### config.mk
export PLATFORM = sky130hd
export DESIGN_NAME = twtb_front
export DESIGN_NICKNAME = d
export VERILOG_FILES = /design/src/twtb_pkg.sv /design/src/twtb_front.sv
export SDC_FILE = /design/constraint.sdc
export NUM_CORES = 1
export LEC_CHECK = 0
export BUFFER_PORTS_ARGS = -buffer_cell sky130_fd_sc_hd__buf_2
export CAP_MARGIN = 20
export CORE_ASPECT_RATIO = 1.75
export CORE_MARGIN = 5
export CORE_UTILIZATION = 30
export DETAILED_ROUTE_END_ITERATION = 6
export PLACE_DENSITY = 0.54
export SYNTH_ARGS = -nofsm -noshare
export SYNTH_HDL_FRONTEND = slang
export SYNTH_SLANG_ARGS = --single-unit
export TNS_END_PERCENT = 1
### constraint.sdc
create_clock -name clk -period 27.9 [get_ports clk]
set_input_delay 4.185 -clock clk [delete_from_list [all_inputs] [get_ports clk]]
set_output_delay 4.185 -clock clk [all_outputs]
set_load 0.02 [all_outputs]
### src/twtb_pkg.sv
// Package for the two-way transposition bucket unit.
// Holds payload structs, function codes, entry layout and table sizes.
// No dependencies.
package twtb_pkg;

    localparam int BUCKET_COUNT = 1024;
    localparam int BUCKET_W = $clog2(BUCKET_COUNT);
    localparam int QUEUE_DEPTH = 2;
    localparam logic [6:0] NO_MOVE = 7'd64;
    localparam logic [7:0] OLD_AGE_RESET = 8'd4;

    typedef enum logic [1:0] {
        FUNC_UPDATE  = 2'd0,
        FUNC_LOOKUP  = 2'd1,
        FUNC_REFRESH = 2'd2,
        FUNC_CLEAR   = 2'd3
    } func_t;

    typedef struct packed {
        logic [1:0]  func;
        logic [9:0]  bucket;
        logic [63:0] player_bits;
        logic [63:0] opponent_bits;
        logic [5:0]  new_depth;
        logic [2:0]  new_selectivity;
        logic [7:0]  new_cost;
        logic signed [7:0] new_alpha;
        logic signed [7:0] new_beta;
        logic [6:0]  new_best_move;
        logic [6:0]  new_alt_move;
        logic [7:0]  stamp;
    } in_item_t;

    typedef struct packed {
        logic        hit;
        logic [5:0]  out_depth;
        logic [2:0]  out_selectivity;
        logic [7:0]  out_cost;
        logic signed [7:0] out_alpha;
        logic signed [7:0] out_beta;
        logic [6:0]  out_best_move;
        logic [6:0]  out_alt_move;
    } out_item_t;

    typedef struct packed {
        logic [5:0]  depth;
        logic [2:0]  sel;
        logic [7:0]  cost;
        logic signed [7:0] alpha;
        logic signed [7:0] beta;
        logic [6:0]  best;
        logic [6:0]  alt;
    } value_t;

    typedef struct packed {
        logic [63:0] kp;
        logic [63:0] ko;
        value_t      val;
        logic [7:0]  stamp;
    } entry_t;

    // Decoded job handed from the front to the back.
    typedef struct packed {
        func_t         func;
        logic [BUCKET_W-1:0] bucket;
        logic [63:0]   kp;
        logic [63:0]   ko;
        value_t        val;
        logic [7:0]    stamp;
    } job_t;

    localparam value_t CLEARED = '{depth: 6'd0, sel: 3'd0, cost: 8'd0, alpha: 8'sd0,
                                   beta: 8'sd0, best: NO_MOVE, alt: NO_MOVE};

endpackage

### src/twtb_front.sv
// Front end: accepts input transfers, decodes them into jobs and queues them.
// Depends on twtb_pkg.
module twtb_front
    import twtb_pkg::*;
(
    input  logic     clk,
    input  logic     rst_n,
    input  logic     in_valid,
    output logic     in_ready,
    input  in_item_t in_data,
    output logic     job_valid,
    input  logic     job_ready,
    output job_t     job
);

    job_t q_reg [QUEUE_DEPTH];
    logic wr_ptr_reg, wr_ptr_next, rd_ptr_reg, rd_ptr_next;
    logic [1:0] count_reg, count_next;
    logic push, pop;
    job_t decoded;

    always_comb
    begin
        decoded.func = func_t'(in_data.func);
        decoded.bucket = in_data.bucket[BUCKET_W-1:0];
        decoded.kp = in_data.player_bits;
        decoded.ko = in_data.opponent_bits;
        decoded.val.depth = in_data.new_depth;
        decoded.val.sel = in_data.new_selectivity;
        decoded.val.cost = in_data.new_cost;
        decoded.val.alpha = in_data.new_alpha;
        decoded.val.beta = in_data.new_beta;
        decoded.val.best = in_data.new_best_move;
        decoded.val.alt = in_data.new_alt_move;
        decoded.stamp = in_data.stamp;
    end

    assign in_ready = (count_reg != 2'(QUEUE_DEPTH));
    assign job_valid = (count_reg != 2'd0);
    assign job = q_reg[rd_ptr_reg];
    assign push = in_valid && in_ready;
    assign pop = job_valid && job_ready;

    always_comb
    begin
        wr_ptr_next = push ? ~wr_ptr_reg : wr_ptr_reg;
        rd_ptr_next = pop ? ~rd_ptr_reg : rd_ptr_reg;
        count_next = count_reg + {1'b0, push} - {1'b0, pop};
    end

    always_ff @(posedge clk or negedge rst_n)
    begin
        if (!rst_n)
        begin
            wr_ptr_reg <= 1'b0;
            rd_ptr_reg <= 1'b0;
            count_reg <= 2'd0;
        end
        else
        begin
            wr_ptr_reg <= wr_ptr_next;
            rd_ptr_reg <= rd_ptr_next;
            count_reg <= count_next;
        end
    end

    always_ff @(posedge clk)
    begin
        if (push)
            q_reg[wr_ptr_reg] <= decoded;
    end

endmodule

==> flow_metrics.env, run 1 <==
export IMPL_worstSkewPairLatency_ns=0.53
export IMPL_grt_usage_pct=12.2
export IMPL_cp_arrival_ns=3.61
export IMPL_setup_viol=0
export IMPL_syn_area_mm2=0.0148
export IMPL_avgSynthCellArea_um2=23.8
export IMPL_synth_seq_cells=394
export IMPL_initial_core_util_pct=30.1
export IMPL_die_w_um=178
export IMPL_multiInputGateArea_mm2=0.00283
export IMPL_crit_type="reg2out"
export IMPL_cp_start_kind="flip-flop"
export IMPL_crit_fanout=60
export IMPL_synthDistinctLibCells=16
export IMPL_synthMostInstantiatedCell="edfxtp_1"
export IMPL_synth_top_cell_by_area="edfxtp_1"
export IMPL_fmaxAchievable_ghz=0.128
export IMPL_dr_total_vias=7352
export IMPL_largest_register_ffs=390
export IMPL_min_path_type="reg2reg"
export IMPL_peakVddDrop_uv=86.4
export IMPL_fin_tns_setup_ns=0
export IMPL_yosysTopAreaCellShare_pct=78.9
export IMPL_coreArea_mm2=0.0493
export IMPL_areaGrowthSynthToFinish_pct=26.9
export IMPL_endpoint_kind="primary output"
export IMPL_post_cts_resized=0
export IMPL_p_leak_uw=0.00730
export IMPL_syn_num_nets=825
export IMPL_antenna_found_initial=21
export IMPL_post_drt_wl_per_cell_um=19.8
export IMPL_cts_tree="built"
export IMPL_period_share_pct=27.9
export IMPL_post_cts_buffers=0
export IMPL_syn_instance_count=624
export IMPL_worst_slew_pin_slew_ns=1.12
export IMPL_power_density_mw_per_mm2=112
export IMPL_rsz0062_at_grt="no"
export IMPL_finalCriticalPeriod_ns=7.79
export IMPL_ys_seq_area_share_pct=79.6
export IMPL_synth_top_cells_by_count="edfxtp_1 (390), mux2_4 (140), mux2_2 (55)"
export IMPL_dieArea_mm2=0.0542
export IMPL_port_buffers=395
export IMPL_slew_headroom_pct=25.5
export IMPL_final_seq_area_mm2=0.0118
export IMPL_totalWireLength_um=34700
export IMPL_first_global_vias=8220
export IMPL_worstPathRequired_ns=23.72
export IMPL_hold_buffers=0
export IMPL_finalHoldViolCount=0
export IMPL_cts_max_path_buffers=3
export IMPL_r2r_slack_ns=24.91
export IMPL_grt_max_degree=72
export IMPL_ant_nets=0
export IMPL_nNetsFinal=1246
export IMPL_synthTopCellsByArea="edfxtp_1 (79%), mux2_4 (14%), mux2_2 (4.2%), buf_6 (1.3%), dfrtp_1 (0.67%)"
export IMPL_cts_buffers=38
export IMPL_yosys_warnings=0
export IMPL_cts_htree_levels=2
export IMPL_grt_ovfl_total=0
export IMPL_dr_pass1_iters=4
export IMPL_ys_async_sr_fraction_pct=1.02
export IMPL_maxCapViolations=0
export IMPL_clock_sinks=394
export IMPL_detailed_place_hpwl_um=24400
export IMPL_worst_clock_skew_ns=0.0217
export IMPL_fillers=4602
export IMPL_drive_gt1_share_pct=61.6
export IMPL_drc=0
export IMPL_final_util_pct=38.2
export IMPL_synth_ff_type="edfxtp_1"
export IMPL_gp_congestion=0.830
export IMPL_synth_edf_count=390
export IMPL_clk_pin_slew_ns=0.07
export IMPL_grt_pass1_wl_um=49400
export IMPL_viasPerCell=4.20
export IMPL_drt_iter0_markers=324
export IMPL_ios=396
export IMPL_report_final_slew_viol_count=0
export IMPL_die_h_um=304
export IMPL_clockRootBuffer="clkbuf_16"
export IMPL_status="finished clean"
export IMPL_rows=108
worst paths after layout:
kind,startpoint,end,cells past startpoint
worst max-delay path,rd_ptr_reg$_DFFE_PN0P_,job[3],4
worst min-delay path,count_reg[0]$_DFF_PN0_,count_reg[0]$_DFF_PN0_,1
worst max register to register,count_reg[1]$_DFF_PN0_,q_reg[0][25]$_DFFE_PP_,5
worst min register to register,count_reg[0]$_DFF_PN0_,count_reg[0]$_DFF_PN0_,1
max in group asynchronous,rst_n,rd_ptr_reg$_DFFE_PN0P_,1
min in group asynchronous,rst_n,count_reg[0]$_DFF_PN0_,1
per-layer routing:
layer	wire length (um)	share of wire [%]	global-route usage, %
met1	10800	31	11.0
met3	2710	7.8	3.82
met5	62	0.18	0
met4	2060	5.9	8.35
met2	19000	55	22.7
placed cells by master (no fill, tap or decap):
| cell | netlist | routed |
|---|---|---|
| dfrtp_4 | 0 | 1 |
| inv_1 | 1 | 1 |
| and3_4 | 0 | 1 |
| edfxtp_1 | 390 | 390 |
| mux2_2 | 55 | 55 |
| bufinv_16 | 0 | 5 |
| ha_1 | 2 | 2 |
| or2_2 | 1 | 1 |
| clkinv_1 | 0 | 3 |
| nand2b_1 | 1 | 1 |
| clkinv_4 | 0 | 1 |
| nor2_4 | 0 | 1 |
| dfrtp_1 | 4 | 3 |
| clkbuf_16 | 0 | 41 |
| clkbuf_1 | 0 | 6 |
| xor2_1 | 1 | 1 |
| clkinvlp_4 | 0 | 3 |
| clkinv_2 | 0 | 8 |
| and2_1 | 1 | 1 |
| mux2_4 | 140 | 140 |
| xnor2_1 | 3 | 3 |
| inv_6 | 0 | 1 |
| nand2_1 | 1 | 1 |
| buf_2 | 5 | 395 |
| diode_2 | 0 | 16 |
| buf_4 | 0 | 8 |
final cells by class:
class	instances	share of cell area (%)
timing repair buffer	403	10.8
clock buffer	47	5.57
clock inverter	21	1.28
tap	660	4.38
inverter	1	0.0199
sequential	394	62.7
antenna	16	0.213
multi-input combinational	207	15.0
cell families (layout without fill, tap and decap cells):
logic type / Yosys count / after routing / synth area share [%]
fa+ha+maj: 2 / 2 / 0.169
xor+xnor: 4 / 4 / 0.236
simple gates: 6 / 6 / 0.219
flops: 394 / 394 / 79.6
buf+inv: 23 / 472 / 1.48
mux: 195 / 195 / 18.3
other cells: 0 / 16 / 0
power by group:
part	total (uW)	switching [uW]	internal [uW]
combinational	717	419	298
clock	528	214	314
sequential	858	46.7	812
through the flow:
step	instances	cell area (um2)	power, uW	setup slack, ns	hold WS (ns)
CTS	1733	18800	2140	19.99	0.526
global route	1747	18800	2200	19.90	0.566
finish	1749	18800	2100	20.11	0.522
detailed placement	1665	17500	1610	20.59	0.511
global placement	1665	17500	1600	20.63	0.497
floorplan	624	14800	1420	14.78	0.461
critical path, stage by stage, from the launching register on:
cell	delay [ns]
dfrtp_4	0.81
buf_4	0.82
buf_4	0.80
mux2_2	0.41
buf_2	0.16
Power figures use the tool's default switching activity.
==> run 2, diff against run 1 <==
--- a/config.mk
+++ b/config.mk
@@ -5,13 +5,14 @@
 export SDC_FILE = /design/constraint.sdc
 export NUM_CORES = 1
 export LEC_CHECK = 0
+export ABC_AREA = 1
 export BUFFER_PORTS_ARGS = -buffer_cell sky130_fd_sc_hd__buf_2
 export CAP_MARGIN = 20
 export CORE_ASPECT_RATIO = 1.75
 export CORE_MARGIN = 5
 export CORE_UTILIZATION = 30
 export DETAILED_ROUTE_END_ITERATION = 6
-export PLACE_DENSITY = 0.54
+export PLACE_DENSITY = 0.56
 export SYNTH_ARGS = -nofsm -noshare
 export SYNTH_HDL_FRONTEND = slang
 export SYNTH_SLANG_ARGS = --single-unit
==> constraint.sdc (replaced) <==
create_clock -name clk -period 6.59 [get_ports clk]
set_input_delay 0.9885 -clock clk [delete_from_list [all_inputs] [get_ports clk]]
set_output_delay 0.9885 -clock clk [all_outputs]
set_load 0.02 [all_outputs]
==> run 2 against run 1 <==
Net effect: cell count rose by 19%; combinational power rose to 4.2 times the previous value; utilization about the same; setup slack lost 18 ns; non-clock buffer count up 1; synthesized area shrank 2.7%; sequential share of layout area grew 2.0 points; critical path depth up 1; routed wire length is 2.3% higher; sequential cell count stayed put; critical path type unchanged.
==> flow_metrics.env, run 2 <==
export IMPL_report_final_slew_viol_count=0
export IMPL_finalHoldViolCount=0
export IMPL_finalCriticalPeriod_ns=4.16
export IMPL_yosysTopAreaCellShare_pct=81.1
export IMPL_synthDistinctLibCells=11
export IMPL_final_cells=2079
export IMPL_cts_buffers=38
export IMPL_gp_congestion=0.728
export IMPL_p_leak_uw=0.00777
export IMPL_synth_ff_type="edfxtp_1"
export IMPL_nNetsFinal=1652
export IMPL_worstSkewPairLatency_ns=0.52
export IMPL_antenna_found_initial=8
export IMPL_post_drt_wl_per_cell_um=17.1
export IMPL_synth_top_cell_by_area="edfxtp_1"
export IMPL_ys_seq_area_share_pct=81.8
export IMPL_rows=106
export IMPL_ant_nets=0
export IMPL_viasPerCell=4.32
export IMPL_syn_instance_count=1050
export IMPL_dr_total_vias=8991
export IMPL_fmaxAchievable_ghz=0.240
export IMPL_ios=396
export IMPL_drc=0
export IMPL_totalWireLength_um=35500
export IMPL_crit_fanout=85
export IMPL_most_common_layout_cells="nand2_1 (598), buf_2 (395), edfxtp_1 (390), clkbuf_16 (41), buf_4 (9)"
export IMPL_crit_type="reg2out"
export IMPL_syn_num_nets=1251
export IMPL_rsz0062_at_grt="no"
export IMPL_endpoint_kind="primary output"
export IMPL_post_cts_buffers=0
export IMPL_ys_async_sr_fraction_pct=1.02
export IMPL_finalPower_uw=8840
export IMPL_final_hold_worst_slack_ns=0.266
export IMPL_cts_tree="built"
export IMPL_layout_commonest_cell="nand2_1"
export IMPL_r2r_slack_ns=3.96
export IMPL_clk_pin_slew_ns=0.06
export IMPL_cts_htree_levels=2
export IMPL_worst_clock_skew_ns=0.0101
export IMPL_yosys_warnings=0
export IMPL_synthTopCellsByArea="edfxtp_1 (81%), nand2_1 (16%), buf_6 (0.94%), buf_2 (0.83%), dfrtp_1 (0.69%)"
export IMPL_power_density_mw_per_mm2=484
export IMPL_final_util_pct=38.2
export IMPL_syn_area_mm2=0.0144
export IMPL_place_inst=2005
export IMPL_maxCapViolations=0
export IMPL_setup_viol=0
export IMPL_period_share_pct=63.1
export IMPL_reg2reg_from="count_reg[1]$_DFF_PN0_"
export IMPL_initial_core_util_pct=30.3
export IMPL_drt_iter0_markers=490
export IMPL_synth_top_cells_by_count="nand2_1 (598), edfxtp_1 (390), buf_2 (24)"
export IMPL_grt_max_degree=89
export IMPL_min_path_type="in2async"
export IMPL_fillers=4597
export IMPL_clock_sinks=394
export IMPL_cp_start_kind="flip-flop"
export IMPL_grt_usage_pct=12.9
export IMPL_dr_pass1_iters=5
export IMPL_cp_arrival_ns=3.17
export IMPL_cts_max_path_buffers=3
export IMPL_die_h_um=300
export IMPL_status="finished clean"
export IMPL_drive_gt1_share_pct=31.6
export IMPL_synth_seq_cells=394
export IMPL_peakVddDrop_uv=325
export IMPL_synthMostInstantiatedCell="nand2_1"
export IMPL_hold_buffers=0
export IMPL_grt_pass1_wl_um=52900
export IMPL_dieArea_mm2=0.0528
export IMPL_detailed_place_hpwl_um=23800
export IMPL_areaGrowthSynthToFinish_pct=26.4
export IMPL_die_w_um=176
export IMPL_clockRootBuffer="clkbuf_16"
export IMPL_largest_register_ffs=390
export IMPL_synth_edf_count=390
export IMPL_slew_headroom_pct=38.3
export IMPL_post_cts_resized=0
export IMPL_fin_tns_setup_ns=0
export IMPL_grt_ovfl_total=0
export IMPL_worstPathRequired_ns=5.60
export IMPL_avgSynthCellArea_um2=13.8
export IMPL_worst_slew_pin_slew_ns=0.923
export IMPL_crit_start="rd_ptr_reg$_DFFE_PN0P_"
export IMPL_port_buffers=395
export IMPL_first_global_vias=9287
export IMPL_coreArea_mm2=0.0477
[run 2: cell count changes after synthesis, moves of 3 or more]
| cell | previous run | this run |
|---|---|---|
| nand2_1 | 1 | 598 |
| mux2_4 | 140 | 0 |
| mux2_2 | 55 | 0 |
| buf_2 | 5 | 24 |
| buf_4 | 0 | 7 |
| inv_1 | 1 | 8 |
| buf_6 | 17 | 12 |
| nand3_1 | 0 | 3 |
| xnor2_1 | 3 | 0 |
[run 2: metal layers]
layer | global-route usage, % | up-vias | wire length (um)
met5 | 0 | - | 27
met4 | 6.11 | 4 | 1520
met3 | 3.96 | 74 | 2820
met2 | 23.2 | 333 | 18600
met1 | 13.7 | 4222 | 12500
li1 | - | 4358 | -
[run 2: kinds of logic after synthesis]
group | count (synthesis) | synth area share [%]
buffers and inverters | 52 | 2.38
adder cells (fa/ha/maj) | 2 | 0.173
flip-flops | 394 | 81.8
AND/OR/NAND/NOR | 602 | 15.7
[run 2: cell type report]
class                      count  area (um2)  share of cell area [%]
tap                          594         743                    4.07
antenna                        6        15.0                  0.0822
sequential                   394       11800                    64.7
multi-input combinational    604        2300                    12.6
clock inverter                24         258                    1.41
inverter                       9        46.3                   0.254
clock buffer                  44        1040                    5.68
timing repair buffer         404        2040                    11.2
[run 2: critical path: stages, from the launching register on]
cell	delay (ns)
dfrtp_4	0.76
inv_6	0.67
buf_4	0.68
nand2_1	0.16
nand2_1	0.12
buf_2	0.17
[run 2: where the power goes]
group          internal, uW  switching [uW]
combinational           778            2220
clock                  1330             907
sequential             3420             188
total                  5530            3310
[run 2: metrics by stage]
step	setup slack [ns]	area, um2
floorplan	1.19	14500
finish	2.43	18300
CTS	2.26	18200
global route	2.09	18300
detailed placement	2.85	16900
global placement	2.88	16900
[run 2: worst paths after layout]
| check | end | cells past startpoint |
|---|---|---|
| setup / recovery | job[150] | 5 |
| hold reg to reg | wr_ptr_reg$_DFFE_PN0N_ | 2 |
| hold / removal | wr_ptr_reg$_DFFE_PN0N_ | 1 |
| setup reg to reg | q_reg[1][83]$_DFFE_PP_ | 4 |
| max in group asynchronous | rd_ptr_reg$_DFFE_PN0P_ | 1 |
| min in group clk | wr_ptr_reg$_DFFE_PN0N_ | 2 |
==> run 3, diff against run 2 <==
--- a/config.mk
+++ b/config.mk
@@ -5,14 +5,14 @@
 export SDC_FILE = /design/constraint.sdc
 export NUM_CORES = 1
 export LEC_CHECK = 0
-export ABC_AREA = 1
+export ABC_AREA = 0
 export BUFFER_PORTS_ARGS = -buffer_cell sky130_fd_sc_hd__buf_2
 export CAP_MARGIN = 20
 export CORE_ASPECT_RATIO = 1.75
 export CORE_MARGIN = 5
 export CORE_UTILIZATION = 30
 export DETAILED_ROUTE_END_ITERATION = 6
-export PLACE_DENSITY = 0.56
+export PLACE_DENSITY = 0.54
 export SYNTH_ARGS = -nofsm -noshare
 export SYNTH_HDL_FRONTEND = slang
 export SYNTH_SLANG_ARGS = --single-unit
==> constraint.sdc (replaced) <==
create_clock -name clk -period 4.24 [get_ports clk]
set_input_delay 0.636 -clock clk [delete_from_list [all_inputs] [get_ports clk]]
set_output_delay 0.636 -clock clk [all_outputs]
set_load 0.02 [all_outputs]
==> run 3 against run 2 <==
Net effect: sequential share of layout area fell by 2.3 points; global-route usage fell by 0.59 points; cell count fell by 16%; utilization rose by 0.12 points; design area rose by 3.6%; sequential power rose by 56%; clock-buffer cell count rose by 6; total power rose by 56%.
==> flow_metrics.env, run 3 (synthesized netlist as in run 1, its figures left out) <==
export IMPL_totalWireLength_um=35000
export IMPL_endpoint_kind="primary output"
export IMPL_post_drt_wl_per_cell_um=20.0
export IMPL_place_inst=1669
export IMPL_grt_max_degree=76
export IMPL_post_cts_resized=0
export IMPL_grt_ovfl_total=0
export IMPL_rows=108
export IMPL_dr_pass1_iters=4
export IMPL_grt_usage_pct=12.3
export IMPL_final_util_pct=38.4
export IMPL_finalCriticalPeriod_ns=3.05
export IMPL_dr_total_vias=7372
export IMPL_initial_core_util_pct=30.1
export IMPL_final_cells=1750
export IMPL_final_hold_worst_slack_ns=0.288
export IMPL_nNetsFinal=1251
export IMPL_cts_htree_levels=2
export IMPL_report_final_slew_viol_count=0
export IMPL_worstSkewPairLatency_ns=0.53
export IMPL_drt_iter0_markers=332
export IMPL_port_buffers=395
export IMPL_rsz0062_at_grt="no"
export IMPL_cts_tree="built"
export IMPL_viasPerCell=4.21
export IMPL_cp_arrival_ns=2.42
export IMPL_peakVddDrop_uv=397
export IMPL_ant_nets=0
export IMPL_drive_gt1_share_pct=61.5
export IMPL_largest_register_ffs=390
export IMPL_setup_viol=0
export IMPL_clockRootBuffer="clkbuf_16"
export IMPL_clock_sinks=394
export IMPL_p_leak_uw=0.00734
export IMPL_dieArea_mm2=0.0542
export IMPL_crit_fanout=51
export IMPL_design_area_mm2=0.0189
export IMPL_die_h_um=304
export IMPL_worst_slew_pin_slew_ns=0.732
export IMPL_status="finished clean"
export IMPL_cts_buffers=38
export IMPL_multiInputGateArea_mm2=0.00283
export IMPL_worst_clock_skew_ns=0.0190
export IMPL_cts_max_path_buffers=3
export IMPL_cp_start_kind="flip-flop"
export IMPL_coreArea_mm2=0.0493
export IMPL_min_path_type="in2reg"
export IMPL_period_share_pct=72.0
export IMPL_min_path_cells=1
export IMPL_postPlaceCellArea_mm2=0.0176
export IMPL_maxCapViolations=0
export IMPL_gp_congestion=0.775
export IMPL_worstPathRequired_ns=3.60
export IMPL_reg2reg_depth=3
export IMPL_fillers=4591
export IMPL_areaGrowthSynthToFinish_pct=27.4
export IMPL_antenna_found_initial=12
export IMPL_crit_type="reg2out"
export IMPL_die_w_um=178
export IMPL_fin_tns_setup_ns=0
export IMPL_finalHoldViolCount=0
export IMPL_first_global_vias=8064
export IMPL_grt_pass1_wl_um=49600
export IMPL_drc=0
export IMPL_ios=396
export IMPL_power_density_mw_per_mm2=730
export IMPL_layout_commonest_cell="buf_2"
export IMPL_slew_headroom_pct=51.2
export IMPL_most_common_layout_cells="buf_2 (395), edfxtp_1 (390), mux2_4 (140), mux2_2 (55), clkbuf_16 (41)"
export IMPL_detailed_place_hpwl_um=24600
export IMPL_clk_pin_slew_ns=0.06
export IMPL_final_seq_area_mm2=0.0118
export IMPL_fmaxAchievable_ghz=0.328
-- run 3: worst max-delay path: stages (launching register included) --
cell and delay, ns:
dfrtp_4 0.87, buf_12 0.36, mux2_2 0.39, buf_2 0.16
-- run 3: final cells by class --
type	count	share of cell area [%]
Tap cell	660	4.37
Antenna cell	11	0.146
Timing Repair Buffer	408	11.5
Inverter	1	0.0198
Clock inverter	19	0.953
Sequential cell	394	62.5
Multi-Input combinational cell	207	14.9
Clock buffer	50	5.60
-- run 3: where the power goes --
part	internal [uW]	switching [uW]	total, uW
sequential	5320	310	5630
clock	1950	1400	3350
combinational	2040	2790	4830
-- run 3: repair_timing --
action / in CTS / in global routing
hold endpoints to repair: 4 / 0
buffers inserted: 0 / 0
setup endpoints to repair: 0 / 0
hold buffers: 1 / 0
-- run 3: path summary, 6_finish.rpt --
path	start	endpoint	slack (ns)
max	rd_ptr_reg$_DFFE_PN0P_	job[189]	1.19
min	in_data[24]	q_reg[0][24]$_DFFE_PP_	0.29
max reg2reg	count_reg[1]$_DFF_PN0_	q_reg[1][160]$_DFFE_PP_	2.14
min reg2reg	count_reg[0]$_DFF_PN0_	count_reg[0]$_DFF_PN0_	0.53
max in group asynchronous	rst_n	rd_ptr_reg$_DFFE_PN0P_	3.62
min in group asynchronous	rst_n	count_reg[0]$_DFF_PN0_	0.47
-- run 3: through the flow --
step / power (uW) / setup slack (ns)
2_1_floorplan: 9220 / -1.49
3_3_place_gp: 10600 / 1.70
3_5_place_dp: 10700 / 1.67
4_1_cts: 14100 / 1.08
5_1_grt: 14500 / 1.07
6_report: 13800 / 1.19
-- run 3: routing by layer --
layer	wire, um	vias up	GRT usage, %
met5	0	-	0
met4	1310	0	6.10
met3	2560	66	3.54
met2	19800	269	23.8
met1	11300	3675	11.4
li1	-	3362	-
